`src/hw/rtl/buffer_slot_cache_macros.svh`:
```
// ----------------------------------------------------------------------------
// Buffer slot cache assertion macros
// Shared concurrent assertion wrappers for the buffer slot cache RTL.
// ----------------------------------------------------------------------------
`ifndef BUFFER_SLOT_CACHE_MACROS_SVH
`define BUFFER_SLOT_CACHE_MACROS_SVH

`ifndef ASSERT_OFF

// Property must hold at every clock edge outside reset.
`define BSC_ASSERT(label, clk, rst, prop) \
   label: assert property (@(posedge clk) disable iff (rst) (prop)) \
      else $error("buffer slot cache assertion failed");

// Expression must never be true outside reset.
`define BSC_ASSERT_NEVER(label, clk, rst, expr) \
   label: assert property (@(posedge clk) disable iff (rst) !(expr)) \
      else $error("buffer slot cache forbidden condition seen");

`else

`define BSC_ASSERT(label, clk, rst, prop)
`define BSC_ASSERT_NEVER(label, clk, rst, expr)

`endif

`endif

```
`src/hw/rtl/bsc_pkg.sv`:
```
`timescale 1ns / 1ps
`default_nettype none
// ----------------------------------------------------------------------------
// Buffer slot cache package
// Field widths, action codes and the result record shared by the block.
// ----------------------------------------------------------------------------
package bsc_pkg;

   localparam int CACHE_DEPTH_DEF = 16;
   localparam int SEQ_W           = 32;
   localparam int CAP_W           = 5;
   localparam int SLOT_W          = 4;
   localparam int ACTION_W        = 2;
   localparam int FLUSH_W         = 5;

   localparam logic [CAP_W-1:0] CAP_RESET = 5'd16;

   localparam logic [ACTION_W-1:0] ACT_NONE   = 2'd0;
   localparam logic [ACTION_W-1:0] ACT_SKIP   = 2'd1;
   localparam logic [ACTION_W-1:0] ACT_SUBMIT = 2'd2;

   typedef struct packed {
      logic [ACTION_W-1:0] action;
      logic                cache_hit;
      logic [SLOT_W-1:0]   slot_index;
      logic                slot_valid;
      logic                send_handle;
      logic [FLUSH_W-1:0]  flush_count;
      logic                clear_all;
   } rsp_type;

endpackage

`default_nettype wire

```
`src/hw/rtl/bsc_req_if.sv`:
```
`timescale 1ns / 1ps
`default_nettype none
// ----------------------------------------------------------------------------
// Buffer submission channel
// Valid/ready channel carrying one buffer submission per item.
// ----------------------------------------------------------------------------
interface bsc_req_if;
   logic                       valid;
   logic                       ready;
   logic                       buffer_present;
   logic [bsc_pkg::SEQ_W-1:0]  buffer_seq;
   logic                       compare_enable;
   logic                       same_as_previous;

   modport source (
      output valid, buffer_present, buffer_seq, compare_enable, same_as_previous,
      input  ready
   );
   modport sink (
      input  valid, buffer_present, buffer_seq, compare_enable, same_as_previous,
      output ready
   );
endinterface

`default_nettype wire

```
`src/hw/rtl/bsc_rsp_if.sv`:
```
`timescale 1ns / 1ps
`default_nettype none
// ----------------------------------------------------------------------------
// Slot result channel
// Valid/ready channel carrying one slot decision per item.
// ----------------------------------------------------------------------------
interface bsc_rsp_if;
   logic                          valid;
   logic                          ready;
   logic [bsc_pkg::ACTION_W-1:0]  action;
   logic                          cache_hit;
   logic [bsc_pkg::SLOT_W-1:0]    slot_index;
   logic                          slot_valid;
   logic                          send_handle;
   logic [bsc_pkg::FLUSH_W-1:0]   flush_count;
   logic                          clear_all;

   modport source (
      output valid, action, cache_hit, slot_index, slot_valid, send_handle,
             flush_count, clear_all,
      input  ready
   );
   modport sink (
      input  valid, action, cache_hit, slot_index, slot_valid, send_handle,
             flush_count, clear_all,
      output ready
   );
endinterface

`default_nettype wire

```
`src/hw/rtl/bsc_csr_if.sv`:
```
`timescale 1ns / 1ps
`default_nettype none
// ----------------------------------------------------------------------------
// Capacity register write channel
// Valid/ready write channel for the cache capacity register.
// ----------------------------------------------------------------------------
interface bsc_csr_if;
   logic                       valid;
   logic                       ready;
   logic [bsc_pkg::CAP_W-1:0]  cache_capacity;

   modport source (output valid, cache_capacity, input ready);
   modport sink   (input valid, cache_capacity, output ready);
endinterface

`default_nettype wire

```
`src/hw/rtl/buffer_slot_cache.sv`:
```
`timescale 1ns / 1ps
`default_nettype none
// ----------------------------------------------------------------------------
// Buffer slot cache
// Assigns display buffer submissions to cached slots by sequence number.
// ----------------------------------------------------------------------------
//  Channel   Direction  Handshake      Carries
//  req_if    in         valid/ready    buffer_present, buffer_seq, compare_enable,
//                                      same_as_previous
//  rsp_if    out        valid/ready    action, cache_hit, slot_index, slot_valid,
//                                      send_handle, flush_count, clear_all
//  csr_if    in         valid/ready    cache_capacity
//
// An absent, skipped or zero-capacity item goes from accept straight to the done
// state. A submission scans the filled slots, ending early on a hit, and on a
// miss fills a slot; the slot memory's single read port scans one slot per cycle.
// One item is in work at a time; the next is accepted once the result is loaded
// into the output register, and a stalled result holds only that register.
// Reset is synchronous: capacity 16, empty table, next submission never skipped.
// ----------------------------------------------------------------------------
module buffer_slot_cache #(
   parameter int CacheDepth = bsc_pkg::CACHE_DEPTH_DEF
) (
   input  wire logic   clock,
   input  wire logic   reset,
   bsc_req_if.sink     req_if,
   bsc_rsp_if.source   rsp_if,
   bsc_csr_if.sink     csr_if
);

   localparam int AddrW = (CacheDepth > 1) ? $clog2(CacheDepth) : 1;

   logic                      mem_rd_en;
   logic [AddrW-1:0]          mem_rd_addr;
   logic [bsc_pkg::SEQ_W-1:0] mem_rd_data;
   logic                      mem_wr_en;
   logic [AddrW-1:0]          mem_wr_addr;
   logic [bsc_pkg::SEQ_W-1:0] mem_wr_data;

   bsc_ctrl #(
      .CacheDepth (CacheDepth)
   ) u_ctrl (
      .clock       (clock),
      .reset       (reset),
      .req_if      (req_if),
      .rsp_if      (rsp_if),
      .csr_if      (csr_if),
      .mem_rd_en   (mem_rd_en),
      .mem_rd_addr (mem_rd_addr),
      .mem_rd_data (mem_rd_data),
      .mem_wr_en   (mem_wr_en),
      .mem_wr_addr (mem_wr_addr),
      .mem_wr_data (mem_wr_data)
   );

   bsc_slot_mem #(
      .CacheDepth (CacheDepth)
   ) u_slot_mem (
      .clock   (clock),
      .rd_en   (mem_rd_en),
      .rd_addr (mem_rd_addr),
      .rd_data (mem_rd_data),
      .wr_en   (mem_wr_en),
      .wr_addr (mem_wr_addr),
      .wr_data (mem_wr_data)
   );

endmodule

`default_nettype wire

```
`src/hw/rtl/bsc_slot_mem.sv`:
```
`timescale 1ns / 1ps
`default_nettype none
// ----------------------------------------------------------------------------
// Slot sequence memory
// One write port and one read port with registered read data.
// ----------------------------------------------------------------------------
module bsc_slot_mem #(
   parameter int CacheDepth = bsc_pkg::CACHE_DEPTH_DEF
) (
   input  wire logic                                           clock,
   input  wire logic                                           rd_en,
   input  wire logic [((CacheDepth > 1) ? $clog2(CacheDepth) : 1)-1:0] rd_addr,
   output logic      [bsc_pkg::SEQ_W-1:0]                      rd_data,
   input  wire logic                                           wr_en,
   input  wire logic [((CacheDepth > 1) ? $clog2(CacheDepth) : 1)-1:0] wr_addr,
   input  wire logic [bsc_pkg::SEQ_W-1:0]                      wr_data
);

   logic [bsc_pkg::SEQ_W-1:0] mem_ff [CacheDepth];
   logic [bsc_pkg::SEQ_W-1:0] rd_data_ff;

   always_ff @(posedge clock) begin
      if (wr_en) begin
         mem_ff[wr_addr] <= wr_data;
      end
   end

   always_ff @(posedge clock) begin
      if (rd_en) begin
         rd_data_ff <= mem_ff[rd_addr];
      end
   end

   assign rd_data = rd_data_ff;

endmodule

`default_nettype wire

```
`src/hw/rtl/bsc_ctrl.sv`:
```
`timescale 1ns / 1ps
`default_nettype none
// ----------------------------------------------------------------------------
// Buffer slot cache controller
// Decodes submissions, scans the slot memory and fills or flushes slots.
// ----------------------------------------------------------------------------
`include "buffer_slot_cache_macros.svh"

module bsc_ctrl #(
   parameter int CacheDepth = bsc_pkg::CACHE_DEPTH_DEF
) (
   input  wire logic                                           clock,
   input  wire logic                                           reset,
   bsc_req_if.sink                                             req_if,
   bsc_rsp_if.source                                           rsp_if,
   bsc_csr_if.sink                                             csr_if,
   output logic                                                mem_rd_en,
   output logic [((CacheDepth > 1) ? $clog2(CacheDepth) : 1)-1:0] mem_rd_addr,
   input  wire logic [bsc_pkg::SEQ_W-1:0]                      mem_rd_data,
   output logic                                                mem_wr_en,
   output logic [((CacheDepth > 1) ? $clog2(CacheDepth) : 1)-1:0] mem_wr_addr,
   output logic [bsc_pkg::SEQ_W-1:0]                           mem_wr_data
);

   localparam int AddrW = (CacheDepth > 1) ? $clog2(CacheDepth) : 1;
   localparam int CapW  = bsc_pkg::CAP_W;

   typedef enum logic [3:0] {
      ST_IDLE = 4'b0001,
      ST_SCAN = 4'b0010,
      ST_MISS = 4'b0100,
      ST_DONE = 4'b1000
   } state_type;

   state_type                 state_ff, state_in;
   logic [CapW-1:0]           cap_ff, cap_in;
   logic [CapW-1:0]           fill_ff, fill_in;
   logic                      just_cleared_ff, just_cleared_in;
   logic [CapW-1:0]           next_ff, next_in;
   logic [CapW-1:0]           cmp_idx_ff, cmp_idx_in;
   logic                      rd_pend_ff, rd_pend_in;
   logic                      rsp_valid_ff, rsp_valid_in;
   logic [bsc_pkg::SEQ_W-1:0] seq_ff, seq_in;
   bsc_pkg::rsp_type          res_ff, res_in;
   bsc_pkg::rsp_type          rsp_ff, rsp_in;

   logic [CapW-1:0] cap_eff;
   logic [CapW-1:0] fill_clamp;
   logic            hit;
   logic            out_free;
   logic            accept;

   // Capacity values above the memory depth behave as the full depth.
   assign cap_eff    = (32'(cap_ff) > CacheDepth) ? CapW'(CacheDepth) : cap_ff;
   assign fill_clamp = (fill_ff > cap_eff) ? cap_eff : fill_ff;
   assign hit        = rd_pend_ff && (mem_rd_data == seq_ff);
   assign out_free   = !rsp_valid_ff || rsp_if.ready;
   assign accept     = req_if.valid && req_if.ready;

   assign req_if.ready = (state_ff == ST_IDLE);
   assign csr_if.ready = 1'b1;

   always_comb begin
      state_in        = state_ff;
      cap_in          = cap_ff;
      fill_in         = fill_ff;
      just_cleared_in = just_cleared_ff;
      next_in         = next_ff;
      cmp_idx_in      = cmp_idx_ff;
      rd_pend_in      = rd_pend_ff;
      seq_in          = seq_ff;
      res_in          = res_ff;
      rsp_in          = rsp_ff;
      rsp_valid_in    = rsp_valid_ff && !rsp_if.ready;
      mem_rd_en       = 1'b0;
      mem_rd_addr     = AddrW'(next_ff);
      mem_wr_en       = 1'b0;
      mem_wr_addr     = '0;
      mem_wr_data     = seq_ff;

      unique case (state_ff)
         ST_IDLE: begin
            if (accept) begin
               seq_in = req_if.buffer_seq;
               res_in = '0;
               if (!req_if.buffer_present) begin
                  res_in.action = bsc_pkg::ACT_NONE;
                  state_in      = ST_DONE;
               end else if (req_if.compare_enable && req_if.same_as_previous &&
                            !just_cleared_ff) begin
                  res_in.action = bsc_pkg::ACT_SKIP;
                  state_in      = ST_DONE;
               end else if (cap_eff == '0) begin
                  res_in.action      = bsc_pkg::ACT_SUBMIT;
                  res_in.send_handle = 1'b1;
                  res_in.clear_all   = (fill_ff != '0);
                  fill_in            = '0;
                  just_cleared_in    = 1'b0;
                  state_in           = ST_DONE;
               end else begin
                  res_in.action     = bsc_pkg::ACT_SUBMIT;
                  res_in.slot_valid = 1'b1;
                  fill_in           = fill_clamp;
                  just_cleared_in   = 1'b0;
                  next_in           = '0;
                  rd_pend_in        = 1'b0;
                  state_in          = ST_SCAN;
               end
            end
         end
         ST_SCAN: begin
            // Reads are issued one slot per cycle; the compare uses the registered read data.
            rd_pend_in = 1'b0;
            if (hit) begin
               res_in.cache_hit  = 1'b1;
               res_in.slot_index = bsc_pkg::SLOT_W'(cmp_idx_ff);
               state_in          = ST_DONE;
            end else if (next_ff < fill_ff) begin
               mem_rd_en  = 1'b1;
               rd_pend_in = 1'b1;
               cmp_idx_in = next_ff;
               next_in    = next_ff + 1'b1;
            end else begin
               state_in = ST_MISS;
            end
         end
         ST_MISS: begin
            res_in.send_handle = 1'b1;
            mem_wr_en          = 1'b1;
            if (fill_ff >= cap_eff) begin
               // Table full: every slot is dropped and the item restarts at slot zero.
               res_in.flush_count = fill_ff;
               res_in.slot_index  = '0;
               mem_wr_addr        = '0;
               fill_in            = CapW'(1);
            end else begin
               res_in.slot_index = bsc_pkg::SLOT_W'(fill_ff);
               mem_wr_addr       = AddrW'(fill_ff);
               fill_in           = fill_ff + 1'b1;
            end
            state_in = ST_DONE;
         end
         ST_DONE: begin
            if (out_free) begin
               rsp_in       = res_ff;
               rsp_valid_in = 1'b1;
               state_in     = ST_IDLE;
            end
         end
         default: begin
            state_in = ST_IDLE;
         end
      endcase

      if (csr_if.valid && csr_if.ready) begin
         cap_in          = csr_if.cache_capacity;
         fill_in         = '0;
         just_cleared_in = 1'b1;
      end
   end

   always_ff @(posedge clock) begin
      if (reset) begin
         state_ff        <= ST_IDLE;
         cap_ff          <= bsc_pkg::CAP_RESET;
         fill_ff         <= '0;
         just_cleared_ff <= 1'b1;
         rd_pend_ff      <= 1'b0;
         rsp_valid_ff    <= 1'b0;
      end else begin
         state_ff        <= state_in;
         cap_ff          <= cap_in;
         fill_ff         <= fill_in;
         just_cleared_ff <= just_cleared_in;
         rd_pend_ff      <= rd_pend_in;
         rsp_valid_ff    <= rsp_valid_in;
      end
   end

   always_ff @(posedge clock) begin
      next_ff    <= next_in;
      cmp_idx_ff <= cmp_idx_in;
      seq_ff     <= seq_in;
      res_ff     <= res_in;
      rsp_ff     <= rsp_in;
   end

   assign rsp_if.valid       = rsp_valid_ff;
   assign rsp_if.action      = rsp_ff.action;
   assign rsp_if.cache_hit   = rsp_ff.cache_hit;
   assign rsp_if.slot_index  = rsp_ff.slot_index;
   assign rsp_if.slot_valid  = rsp_ff.slot_valid;
   assign rsp_if.send_handle = rsp_ff.send_handle;
   assign rsp_if.flush_count = rsp_ff.flush_count;
   assign rsp_if.clear_all   = rsp_ff.clear_all;

   `BSC_ASSERT_NEVER(a_fill_within_cap, clock, reset, fill_ff > cap_eff)
   `BSC_ASSERT(a_miss_leaves_entry, clock, reset, (state_ff == ST_MISS) |=> (fill_ff != '0))
   `BSC_ASSERT(a_scan_within_fill, clock, reset, (state_ff == ST_SCAN) |-> (next_ff <= fill_ff))
   `BSC_ASSERT(a_rsp_from_done, clock, reset, $rose(rsp_valid_ff) |-> $past(state_ff == ST_DONE))

endmodule

`default_nettype wire
```
`src/flat_wrapper.sv`:
```
// flat-port wrapper written by rule: the top's interface ports become plain ports
module buffer_slot_cache_flat 
#(
   parameter int CacheDepth = bsc_pkg::CACHE_DEPTH_DEF
)
  (clock, reset, req_if_valid, req_if_buffer_present, req_if_buffer_seq, req_if_compare_enable, req_if_same_as_previous, req_if_ready, rsp_if_valid, rsp_if_action, rsp_if_cache_hit, rsp_if_slot_index, rsp_if_slot_valid, rsp_if_send_handle, rsp_if_flush_count, rsp_if_clear_all, rsp_if_ready, csr_if_valid, csr_if_cache_capacity, csr_if_ready);
  bsc_req_if req_if_i ();
  bsc_rsp_if rsp_if_i ();
  bsc_csr_if csr_if_i ();
  input  wire logic clock;
  input  wire logic reset;
  input wire logic [$bits(req_if_i.valid)-1:0] req_if_valid;
  input wire logic [$bits(req_if_i.buffer_present)-1:0] req_if_buffer_present;
  input wire logic [$bits(req_if_i.buffer_seq)-1:0] req_if_buffer_seq;
  input wire logic [$bits(req_if_i.compare_enable)-1:0] req_if_compare_enable;
  input wire logic [$bits(req_if_i.same_as_previous)-1:0] req_if_same_as_previous;
  output wire logic [$bits(req_if_i.ready)-1:0] req_if_ready;
  output wire logic [$bits(rsp_if_i.valid)-1:0] rsp_if_valid;
  output wire logic [$bits(rsp_if_i.action)-1:0] rsp_if_action;
  output wire logic [$bits(rsp_if_i.cache_hit)-1:0] rsp_if_cache_hit;
  output wire logic [$bits(rsp_if_i.slot_index)-1:0] rsp_if_slot_index;
  output wire logic [$bits(rsp_if_i.slot_valid)-1:0] rsp_if_slot_valid;
  output wire logic [$bits(rsp_if_i.send_handle)-1:0] rsp_if_send_handle;
  output wire logic [$bits(rsp_if_i.flush_count)-1:0] rsp_if_flush_count;
  output wire logic [$bits(rsp_if_i.clear_all)-1:0] rsp_if_clear_all;
  input wire logic [$bits(rsp_if_i.ready)-1:0] rsp_if_ready;
  input wire logic [$bits(csr_if_i.valid)-1:0] csr_if_valid;
  input wire logic [$bits(csr_if_i.cache_capacity)-1:0] csr_if_cache_capacity;
  output wire logic [$bits(csr_if_i.ready)-1:0] csr_if_ready;
  assign req_if_i.valid = req_if_valid;
  assign req_if_i.buffer_present = req_if_buffer_present;
  assign req_if_i.buffer_seq = req_if_buffer_seq;
  assign req_if_i.compare_enable = req_if_compare_enable;
  assign req_if_i.same_as_previous = req_if_same_as_previous;
  assign req_if_ready = req_if_i.ready;
  assign rsp_if_valid = rsp_if_i.valid;
  assign rsp_if_action = rsp_if_i.action;
  assign rsp_if_cache_hit = rsp_if_i.cache_hit;
  assign rsp_if_slot_index = rsp_if_i.slot_index;
  assign rsp_if_slot_valid = rsp_if_i.slot_valid;
  assign rsp_if_send_handle = rsp_if_i.send_handle;
  assign rsp_if_flush_count = rsp_if_i.flush_count;
  assign rsp_if_clear_all = rsp_if_i.clear_all;
  assign rsp_if_i.ready = rsp_if_ready;
  assign csr_if_i.valid = csr_if_valid;
  assign csr_if_i.cache_capacity = csr_if_cache_capacity;
  assign csr_if_ready = csr_if_i.ready;
  buffer_slot_cache #(.CacheDepth(CacheDepth)) u_core (.clock(clock), .reset(reset), .req_if(req_if_i), .rsp_if(rsp_if_i), .csr_if(csr_if_i));
endmodule
```
`config.mk`:
```
export PLATFORM = sky130hd
export DESIGN_NAME = buffer_slot_cache_flat
export DESIGN_NICKNAME = d
export VERILOG_FILES = /design/src/hw/rtl/bsc_pkg.sv /design/src/hw/rtl/bsc_req_if.sv /design/src/hw/rtl/bsc_rsp_if.sv /design/src/hw/rtl/bsc_csr_if.sv /design/src/hw/rtl/buffer_slot_cache.sv /design/src/hw/rtl/bsc_slot_mem.sv /design/src/hw/rtl/bsc_ctrl.sv /design/src/flat_wrapper.sv
export VERILOG_INCLUDE_DIRS = /design/src /design/src/hw/rtl
export SDC_FILE = /design/constraint.sdc
export NUM_CORES = 1
export LEC_CHECK = 0
export ABC_AREA = 0
export BUFFER_PORTS_ARGS = -buffer_cell sky130_fd_sc_hd__buf_2
export CAP_MARGIN = 20
export CORE_MARGIN = 2
export CORE_UTILIZATION = 41
export CTS_BUF_LIST = sky130_fd_sc_hd__clkbuf_4 sky130_fd_sc_hd__clkbuf_8
export DETAILED_ROUTE_END_ITERATION = 6
export PLACE_DENSITY_LB_ADDON = 0.05
export REMOVE_ABC_BUFFERS = 1
export SETUP_SLACK_MARGIN = 0.2
export SLEW_MARGIN = 20
export SYNTH_ARGS = -nofsm -noshare
export SYNTH_HDL_FRONTEND = slang
export SYNTH_SLANG_ARGS = --single-unit
```
`constraint.sdc`:
```
create_clock -name clock -period 6.7 [get_ports clock]
set_input_delay 0.335 -clock clock [delete_from_list [all_inputs] [get_ports clock]]
set_output_delay 0.335 -clock clock [all_outputs]
set_load 0.005 [all_outputs]
```
==> results of run 1 <==
## worst paths after layout
kind / endpoint / slack (ns) / cells past startpoint
worst max register to register: u_core.u_slot_mem.rd_data[17] / 3.20 / 6
worst min register to register: u_core.u_ctrl.rsp_if.action[1] / 0.42 / 0
worst max-delay path: u_core.u_slot_mem.rd_data[17] / 3.20 / 6
worst min-delay path: u_core.u_ctrl.fill_ff[0] / 0.14 / 3
## routing by layer
metal | global-route usage, % | share of wire [%]
met5 | 0 | 0
met3 | 3.19 | 4.3
met1 | 25.5 | 47
met2 | 27.3 | 46
met4 | 6.77 | 2.4
## where the power goes
group	internal, mW	total (mW)	switching, mW
clock	1.86	3.37	1.50
sequential	4.58	4.73	0.150
combinational	0.867	1.66	0.791
## state kept, by name, summed over array words and instances (netlist names), 2 cells and up
name / count
u_core.u_ctrl.mem_wr_data: 32
u_core.u_ctrl.rsp_if.action: 2
u_core.u_ctrl.next_ff: 5
u_core.u_ctrl.cap_ff: 5
u_core.u_ctrl.res_ff: 15
u_core.u_slot_mem.mem_ff: 512
u_core.u_ctrl.rsp_if.flush_count: 5
u_core.u_ctrl.fill_ff: 5
u_core.u_ctrl.state_ff: 4
u_core.u_ctrl.cmp_idx_ff: 4
u_core.u_ctrl.rsp_if.slot_index: 4
u_core.u_slot_mem.rd_data: 32
## stage by stage
| stage | cell area (um2) | worst slack (ns) |
|---|---|---|
| global placement | 25500 | 3.18 |
| finish | 28100 | 3.20 |
| floorplan | 23900 | 0.217 |
| global route | 28100 | 2.97 |
| detailed placement | 25500 | 3.18 |
| CTS | 28100 | 3.16 |
## worst max-delay path, delay by kind of cell, from the launching register on
family                    cells  cell delay (ns)
and+or+nand+nor               4             1.74
DFF                           1             0.64
xor gates and xnor gates      1             0.26
buffers and inverters         1             0.41
## cell type report
cell class                 count  area (um2)  area share (%)
inverter                      14        60.1           0.213
clock buffer                 155        1870            6.65
timing repair buffer         143        1080            3.83
clock inverter                44         245           0.871
antenna                        1        2.50         0.00889
sequential                   632       18800            66.8
multi-input combinational    373        5120            18.2
tap                          765         957            3.40
## synthesized netlist by cell type, drive strengths merged (3+ instances only)
cell	count
a211oi	3
nor2	26
buf	20
dfxtp	17
xor2	33
o31ai	5
nand3b	3
ha	12
nand3	10
nor3	9
mux2i	4
edfxtp	615
inv	13
o21a	4
and2	5
o21ai	14
nor4	13
mux4	160
nand2	27
a21oi	13
nor2b	4
clkbuf	29
## kinds of logic after synthesis
group                    after synthesis  synth area share [%]
XOR/XNOR                              35                  1.27
multiplexers                         164                  15.1
AND/OR/NAND/NOR                      109                  2.31
buffers and inverters                 63                  1.14
AO/OA/AOI/OAI                         52                  1.50
other                                  1                0.0156
adder cells (fa/ha/maj)               12                 0.623
flip-flops                           632                  78.0
==> metrics, run 1 <==
CTS resizes 0; Final Net Count 1,329; Clk Latency, worst-skew pair 0.69 ns; CTS Root Cell clkbuf_8; most common cell after layout, fill and taps aside edfxtp_1; filler cell count 4,809; TNS Setup 0 ns; initial antenna violation count 1; final setup fails 0; Ys Warns 0; Worst-Margin Slew 1.06 ns; Critical Path Max Stage Delay 0.77 ns; r2r startpoint u_core.u_ctrl.mem_wr_data[23]; Slew Limit Fails 0; WHS 0.143 ns; CTS clk-pin slew, worst paths 0.07 ns; Leak Pwr 8.99 nW; largest net degree at the start of global routing 132; total core area 0.0579 mm2; port bufs 61; vias per inst 5.28; slew margin rel. 28.9%; initial DRC count 761; Worst EP required 6.97 ns; Final Core Density 48.6%; EDFF count, synth 615; Synth cell types 54; DIE HEIGHT 246 um; gr usage total 17.8%; TritonRoute pass-1 iters 5; Post-synth ARST share 0%; syn_area_per_cell 22.6 um2; cell area power density 347 mW/mm2; crit-path max FO 36; CTS buffer count 108; DRC 0; min-delay worst type in2reg; clock tree from TritonCTS done; top-area cell type share of the netlist area 76.6%; crit-path cells xor2_1 > nor4_1 > nand4_1 > or3_1 > nand3_1 > inv_2; Routed Antenna Nets 0; dpl cells 1,874; layout cells sized above 1 32.8%; Layout area overhead 16.7%; Max clock buf depth 3; Main synth FF type edfxtp_1; synth top area cells edfxtp_1 77%, mux4_2 15%, dfxtp_1 1.4%; Crit. End Element register; post-DR wirelength/cell 24.3 um; dpl hpwl 26,000 um; Critical Path Source Type register; I/O pins 63; grt ovf 0; RSZ-0062 raised after global routing false; status finished clean; CTS sink cnt 632; Post-Route WL 51,700 um; die width 246 um; H-tree depth reported by CTS 3; # rows 88; Final Total Pwr 9.76 mW; Worst path slowest cell nor4_1; Final GP Congestion 0.759; startpoint of the worst hold path csr_if_valid; Via Count 11,200; cts hold-fix bufs 53; Synth Cell Area 0.0241 mm2; Seq/Total Area, Yosys 78.0%; first-pass GRT wire length 77,800 um; crit path time final 3.50 ns; Starting Density 41.6%; commonest cells after routing, fill and taps aside 615 x edfxtp_1, 160 x mux4_2, 113 x clkbuf_8; fin crit share 52.3%; max-cap violations 0; final hold vios 0; Yosys top cell by area edfxtp_1; Post-CTS Setup Bufs 0; die area 0.0607 mm2; worst path arrival time 3.77 ns; worst vdd ir 206 uV; Cells after Synth 1,068; synthesized flop and latch total 632; f_max 286 MHz; Critical Path Source u_core.u_ctrl.mem_wr_data[23]; Final Skew 0.0239 ns; critical path class reg2reg; vias in the first global route 11,900; final non-filler cell total 2,127
No activity file was read; power rests on OpenSTA's default activity.
==> run 2, diff against run 1 <==
- clock period: 6.7 -> 3.62 ns (I/O delays scaled with it)
==> metrics, run 2 (synthesis gave the netlist of run 1 again) <==
worst setup margin 0.654 ns (was 3.20 ns); largest net degree at the start of global routing 132 (unchanged); Routed Antenna Nets 0 (unchanged); Worst path top cell family by delay simple AND/OR/NAND/NOR gates (unchanged); Worst path slowest cell edfxtp_1 (was nor4_1); Leak Pwr 9.07 nW (was 8.99 nW); Clock power frac 33.6% (was 34.5%); port bufs 61 (unchanged); dpl cells 1,891 (was 1,874); Crit. End Element register (unchanged); Post-CTS Setup Bufs 0 (unchanged); total core area 0.0579 mm2 (unchanged); Critical Path Source Type register (unchanged); I/O pins 63 (unchanged); worst vdd ir 573 uV (was 206 uV); clock tree from TritonCTS done (unchanged); max-cap violations 0 (unchanged); initial DRC count 658 (was 761); switching share of power 25.1% (was 25.0%); CP bufs+invs 0 (was 1); Via Count 11,200 (about the same); hold path cells 3 (unchanged); WHS 0.0971 ns (was 0.143 ns); CTS clk-pin slew, worst paths 0.06 ns (was 0.07 ns); initial antenna violation count 1 (unchanged); Clk Latency, worst-skew pair 0.69 ns (about the same); CTS buffer count 106 (was 108); worst path arrival time 3.30 ns (was 3.77 ns); first-pass GRT wire length 80,500 um (was 77,800 um); Largest register FFs 512 (unchanged); dpl hpwl 26,000 um (about the same); crit-path cells xor2_1 > nor4_2 > nand4_1 > or3_1 > a21oi_1 (was xor2_1 > nor4_1 > nand4_1 > or3_1 > nand3_1 > inv_2); crit path time final 2.97 ns (was 3.50 ns); post-DR wirelength/cell 25.4 um (was 24.3 um); Final Skew 0.0203 ns (was 0.0239 ns); vias in the first global route 12,100 (was 11,900); Setup WS pre-CTS 0.363 ns (was 3.18 ns); # rows 88 (unchanged); Post-Route WL 54,300 um (was 51,700 um); TNS Setup 0 ns (unchanged); critical path class reg2reg (unchanged); Slew Limit Fails 0 (unchanged); fin crit share 81.9% (was 52.3%); die width 246 um (unchanged); layout cells sized above 1 33.5% (was 32.8%); final hold vios 0 (unchanged); Final Cell Area 0.0284 mm2 (was 0.0281 mm2); Max clock buf depth 3 (unchanged); logic gate share of total power 17.9% (was 17.0%); f_max 337 MHz (was 286 MHz); DRC 0 (unchanged); Critical Path Max Stage Delay 0.61 ns (was 0.77 ns); sequential power share 48.6% (was 48.5%); Top reg by flops u_core.u_slot_mem.mem_ff (unchanged); Worst EP required 3.95 ns (was 6.97 ns); Final Net Count 1,345 (was 1,329); RSZ-0062 raised after global routing false (unchanged); slew margin rel. 36.2% (was 28.9%); TritonRoute pass-1 iters 5 (unchanged); R2R cell count 5 (was 6); Starting Density 41.6% (unchanged); grt ovf 0 (unchanged); die area 0.0607 mm2 (unchanged); Final GP Congestion 0.768 (was 0.759); gr usage total 18.6% (was 17.8%); status finished clean (unchanged); commonest cells after routing, fill and taps aside 615 x edfxtp_1, 160 x mux4_2, 108 x clkbuf_8 (was 615 x edfxtp_1, 160 x mux4_2, 113 x clkbuf_8); final setup fails 0 (unchanged); Layout area overhead 17.9% (was 16.7%); CTS sink cnt 632 (unchanged); min-delay worst type in2reg (unchanged); final non-filler cell total 2,138 (was 2,127); Crit path depth 5 (was 6); DIE HEIGHT 246 um (unchanged); Sw Pwr 4.50 mW (was 2.44 mW); area post-placement 0.0258 mm2 (was 0.0255 mm2); H-tree depth reported by CTS 3 (unchanged); Worst-Margin Slew 0.956 ns (was 1.06 ns); crit-path max FO 17 (was 36); most common cell after layout, fill and taps aside edfxtp_1 (unchanged); internal power 13.4 mW (was 7.31 mW); CTS Root Cell clkbuf_8 (unchanged); vias per inst 5.25 (was 5.28); cell area power density 629 mW/mm2 (was 347 mW/mm2)
[run 2: cell types whose count changed in the layout (fill, tap and decap cells not counted), sizes merged]
cell and delta:
inv -2, bufinv -1, dlygate4sd3 +1, buf +17, clkbuf -7, clkinvlp +3
[run 2: worst paths after layout]
path	from	slack, ns	end
worst min-delay path	req_if_same_as_previous	0.1	u_core.u_ctrl.res_ff[14]
worst max register to register	u_core.u_ctrl.mem_wr_data[2]	0.65	u_core.u_ctrl.res_ff[9]
worst max-delay path	u_core.u_ctrl.mem_wr_data[2]	0.65	u_core.u_ctrl.res_ff[9]
worst min register to register	u_core.u_ctrl.res_ff[5]	0.42	u_core.u_ctrl.rsp_if.flush_count[4]
[run 2: power groups by stage]
stage / Sequential, mW / Combinational [mW] / Clock, mW
after floorplan: 9.30 / 2.15 / 0
after global placement: 8.82 / 3.26 / 0
after detailed placement: 8.83 / 3.24 / 0
after CTS: 8.68 / 3.29 / 6.22
after global routing: 8.71 / 3.46 / 6.53
final: 8.68 / 3.19 / 6.00
[run 2: through the flow]
step	power (mW)	util, %
2_1_floorplan	11.5	-
3_3_place_gp	12.1	44.6
3_5_place_dp	12.1	44.6
4_1_cts	18.2	49.0
5_1_grt	18.7	49.1
6_report	17.9	49.1
[run 2: layout make-up]
type                    instances  area (um2)
repair buffers                161        1440
fillers                      4868       29500
diodes                          1        2.50
inverters                      14        60.1
multi-input cells             373        5120
flip-flops and latches        632       18800
clock buffers                 148        1790
well taps                     765         957
clock inverters                44         234
[run 2: per-layer routing]
metal	routed length [um]	global-route usage (%)	share of wire, %
met5	0	0	0
met4	1280	6.15	2.4
met3	2230	3.54	4.1
met2	26900	30.9	49
met1	23900	24.8	44
[run 2: timing repair]
| item | CTS | global route |
|---|---|---|
| endpoints found under the hold margin | 54 | 0 |
| setup endpoints to repair | 0 | 4 |
| hold buffers | 54 | 0 |
| gates resized for setup | 0 | 1 |
[run 2: worst reg2reg max path: stages, from the launching register on]
cell	delay (ns)
edfxtp_1	0.61
xor2_1	0.26
nor4_2	0.55
nand4_1	0.27
or3_1	0.52
a21oi_1	0.41
==> run 3, diff against run 2 <==
- clock period: 3.62 -> 2.75 ns (I/O delays scaled with it)
==> metrics, run 3 (synthesis gave the netlist of run 1 again) <==
status finished clean (unchanged); most common cell after layout, fill and taps aside edfxtp_1 (unchanged); sequential power share 46.6% (was 48.6%); Crit. End Element register (unchanged); RSZ-0062 raised after global routing true (was false); fin crit share 91.5% (was 81.9%); largest net degree at the start of global routing 37 (was 132); H-tree depth reported by CTS 3 (unchanged); CTS Root Cell clkbuf_8 (unchanged); Final Skew 0.0236 ns (was 0.0203 ns); layout cells sized above 1 37.9% (was 33.5%); die width 246 um (unchanged); final non-filler cell total 2,217 (was 2,138); Worst-Margin Slew 0.869 ns (was 0.956 ns); first-pass GRT wire length 86,400 um (was 80,500 um); post-DR wirelength/cell 26.8 um (was 25.4 um); Final Net Count 1,431 (was 1,345); CTS clk-pin slew, worst paths 0.06 ns (about the same); filler cell count 4,770 (was 4,868); Largest register FFs 512 (unchanged); Layout area overhead 22.0% (was 17.9%); crit-path cells inv_4 > nand2_2 > ha_4 > a211oi_2 > o21a_1 > o21a_2 > buf_4 > nand2_8 > nor4_4 > buf_6 > clkbuf_16 (was xor2_1 > nor4_2 > nand4_1 > or3_1 > a21oi_1); TritonRoute pass-1 iters 4 (was 5); Starting Density 41.6% (unchanged); vias per inst 5.38 (was 5.25); Post-Route WL 59,500 um (was 54,300 um); Top reg by flops u_core.u_slot_mem.mem_ff (unchanged); # rows 88 (unchanged); dpl hpwl 35,300 um (was 26,000 um); crit path time final 2.52 ns (was 2.97 ns); final setup fails 0 (unchanged); initial antenna violation count 1 (unchanged); f_max 397 MHz (was 337 MHz); initial DRC count 961 (was 658); max-cap violations 0 (unchanged); TNS Setup 0 ns (unchanged); Worst EP required 3.14 ns (was 3.95 ns); critical path class reg2reg (unchanged); Leak Pwr 9.57 nW (was 9.07 nW); logic gate share of total power 20.9% (was 17.9%); cell area power density 825 mW/mm2 (was 629 mW/mm2); internal power 17.9 mW (was 13.4 mW); worst path arrival time 2.91 ns (was 3.30 ns); CTS sink cnt 632 (unchanged); switching share of power 26.2% (was 25.1%); Critical Path Max Stage Delay 0.36 ns (was 0.61 ns); CTS buffer count 105 (was 106); die area 0.0607 mm2 (unchanged); dpl cells 1,957 (was 1,891); Final Cell Area 0.0294 mm2 (was 0.0284 mm2); Slew Limit Fails 0 (unchanged); grt ovf 0 (unchanged); DIE HEIGHT 246 um (unchanged); worst vdd ir 577 uV (was 573 uV); commonest cells after routing, fill and taps aside 615 x edfxtp_1, 160 x mux4_2, 108 x clkbuf_8 (unchanged); total core area 0.0579 mm2 (unchanged); crit-path max FO 9 (was 17); vias in the first global route 12,500 (was 12,100); Via Count 11,900 (was 11,200); Sw Pwr 6.36 mW (was 4.50 mW); Worst path slowest cell nor4_4 (was edfxtp_1); clock tree from TritonCTS done (unchanged); slew margin rel. 42.0% (was 36.2%); area post-placement 0.0265 mm2 (was 0.0258 mm2); port bufs 61 (unchanged); Routed Antenna Nets 0 (unchanged); min-delay worst type in2reg (unchanged); Critical Path Source Type register (unchanged); I/O pins 63 (unchanged); Final GP Congestion 0.786 (was 0.768); gr usage total 20.1% (was 18.6%); final hold vios 0 (unchanged); Clk Latency, worst-skew pair 0.69 ns (about the same); DRC 0 (unchanged); Clock power frac 32.5% (was 33.6%); Max clock buf depth 3 (unchanged)
[run 3: cell types whose count changed in the layout (fill, tap and decap cells not counted), moves of 3 or more]
| cell | previous run | this run |
|---|---|---|
| buf_12 | 20 | 32 |
| buf_4 | 26 | 92 |
| buf_6 | 0 | 3 |
| clkbuf_16 | 0 | 3 |
| clkbuf_4 | 40 | 28 |
| clkinv_1 | 28 | 32 |
| clkinvlp_4 | 5 | 0 |
| nor4_4 | 0 | 3 |
[run 3: power by group through the flow]
stage	combinational (mW)	sequential [mW]	clock (mW)
after global placement	5.11	11.5	0
final	5.06	11.3	7.89
after detailed placement	5.11	11.5	0
after CTS	5.20	11.3	8.14
after global routing	5.44	11.3	8.55
after floorplan	2.53	12.1	0
[run 3: per-layer routing]
metal,vias to the layer above,wire length [um],global-route usage [%]
li1,5108,-,-
met1,6404,27000,28.9
met2,349,28600,31.8
met3,71,3010,3.42
met4,0,935,5.51
met5,-,0,0
[run 3: worst paths after layout]
kind / end / cells past startpoint / slack (ns) / startpoint
worst max-delay path: u_core.u_slot_mem.mem_ff[8][23] / 11 / 0.23 / u_core.u_ctrl.cap_ff[4]
worst min-delay path: u_core.u_ctrl.res_ff[14] / 3 / 0.12 / req_if_same_as_previous
worst max register to register: u_core.u_slot_mem.mem_ff[8][23] / 11 / 0.23 / u_core.u_ctrl.cap_ff[4]
worst min register to register: u_core.u_ctrl.rsp_if.action[1] / 0 / 0.42 / u_core.u_ctrl.res_ff[14]
[run 3: critical path, delay by kind of cell, from the launching register on]
kind	cells	cell delay [ns]
compound gates	3	0.53
fa+ha+maj	1	0.24
simple gates	3	0.52
flops	1	0.35
buf+inv	4	0.58
[run 3: final cells by class]
cell class,count,area (um2),area share (%)
multi-input cells,373,5230,17.8
inverters,14,62.6,0.213
clock inverters,47,278,0.945
repair buffers,248,2360,8.01
well taps,765,957,3.26
clock buffers,136,1700,5.77
flip-flops and latches,632,18800,64.0
diodes,2,5.00,0.0170
[run 3: timing repair]
item	CTS	global route
hold buffers	54	0
gates cloned	2	4
pin swaps	3	6
buffers inserted	9	6
resized for setup	17	23
endpoints found under the hold margin	54	0
setup endpoints to repair	398	489
[run 3: through the flow]
| stage | hold WS (ns) | setup WS (ns) | total power, mW | utilization, % |
|---|---|---|---|---|
| finish | 0.117 | 0.232 | 24.3 | 50.8 |
| global route | 0.128 | 0.148 | 25.3 | 50.8 |
| CTS | 0.0474 | 0.184 | 24.6 | 50.4 |
| detailed placement | 0.316 | 0.00175 | 16.6 | 45.7 |
| global placement | 0.314 | 0.00687 | 16.6 | 45.7 |
| floorplan | 0.207 | -3.73 | 14.7 | - |
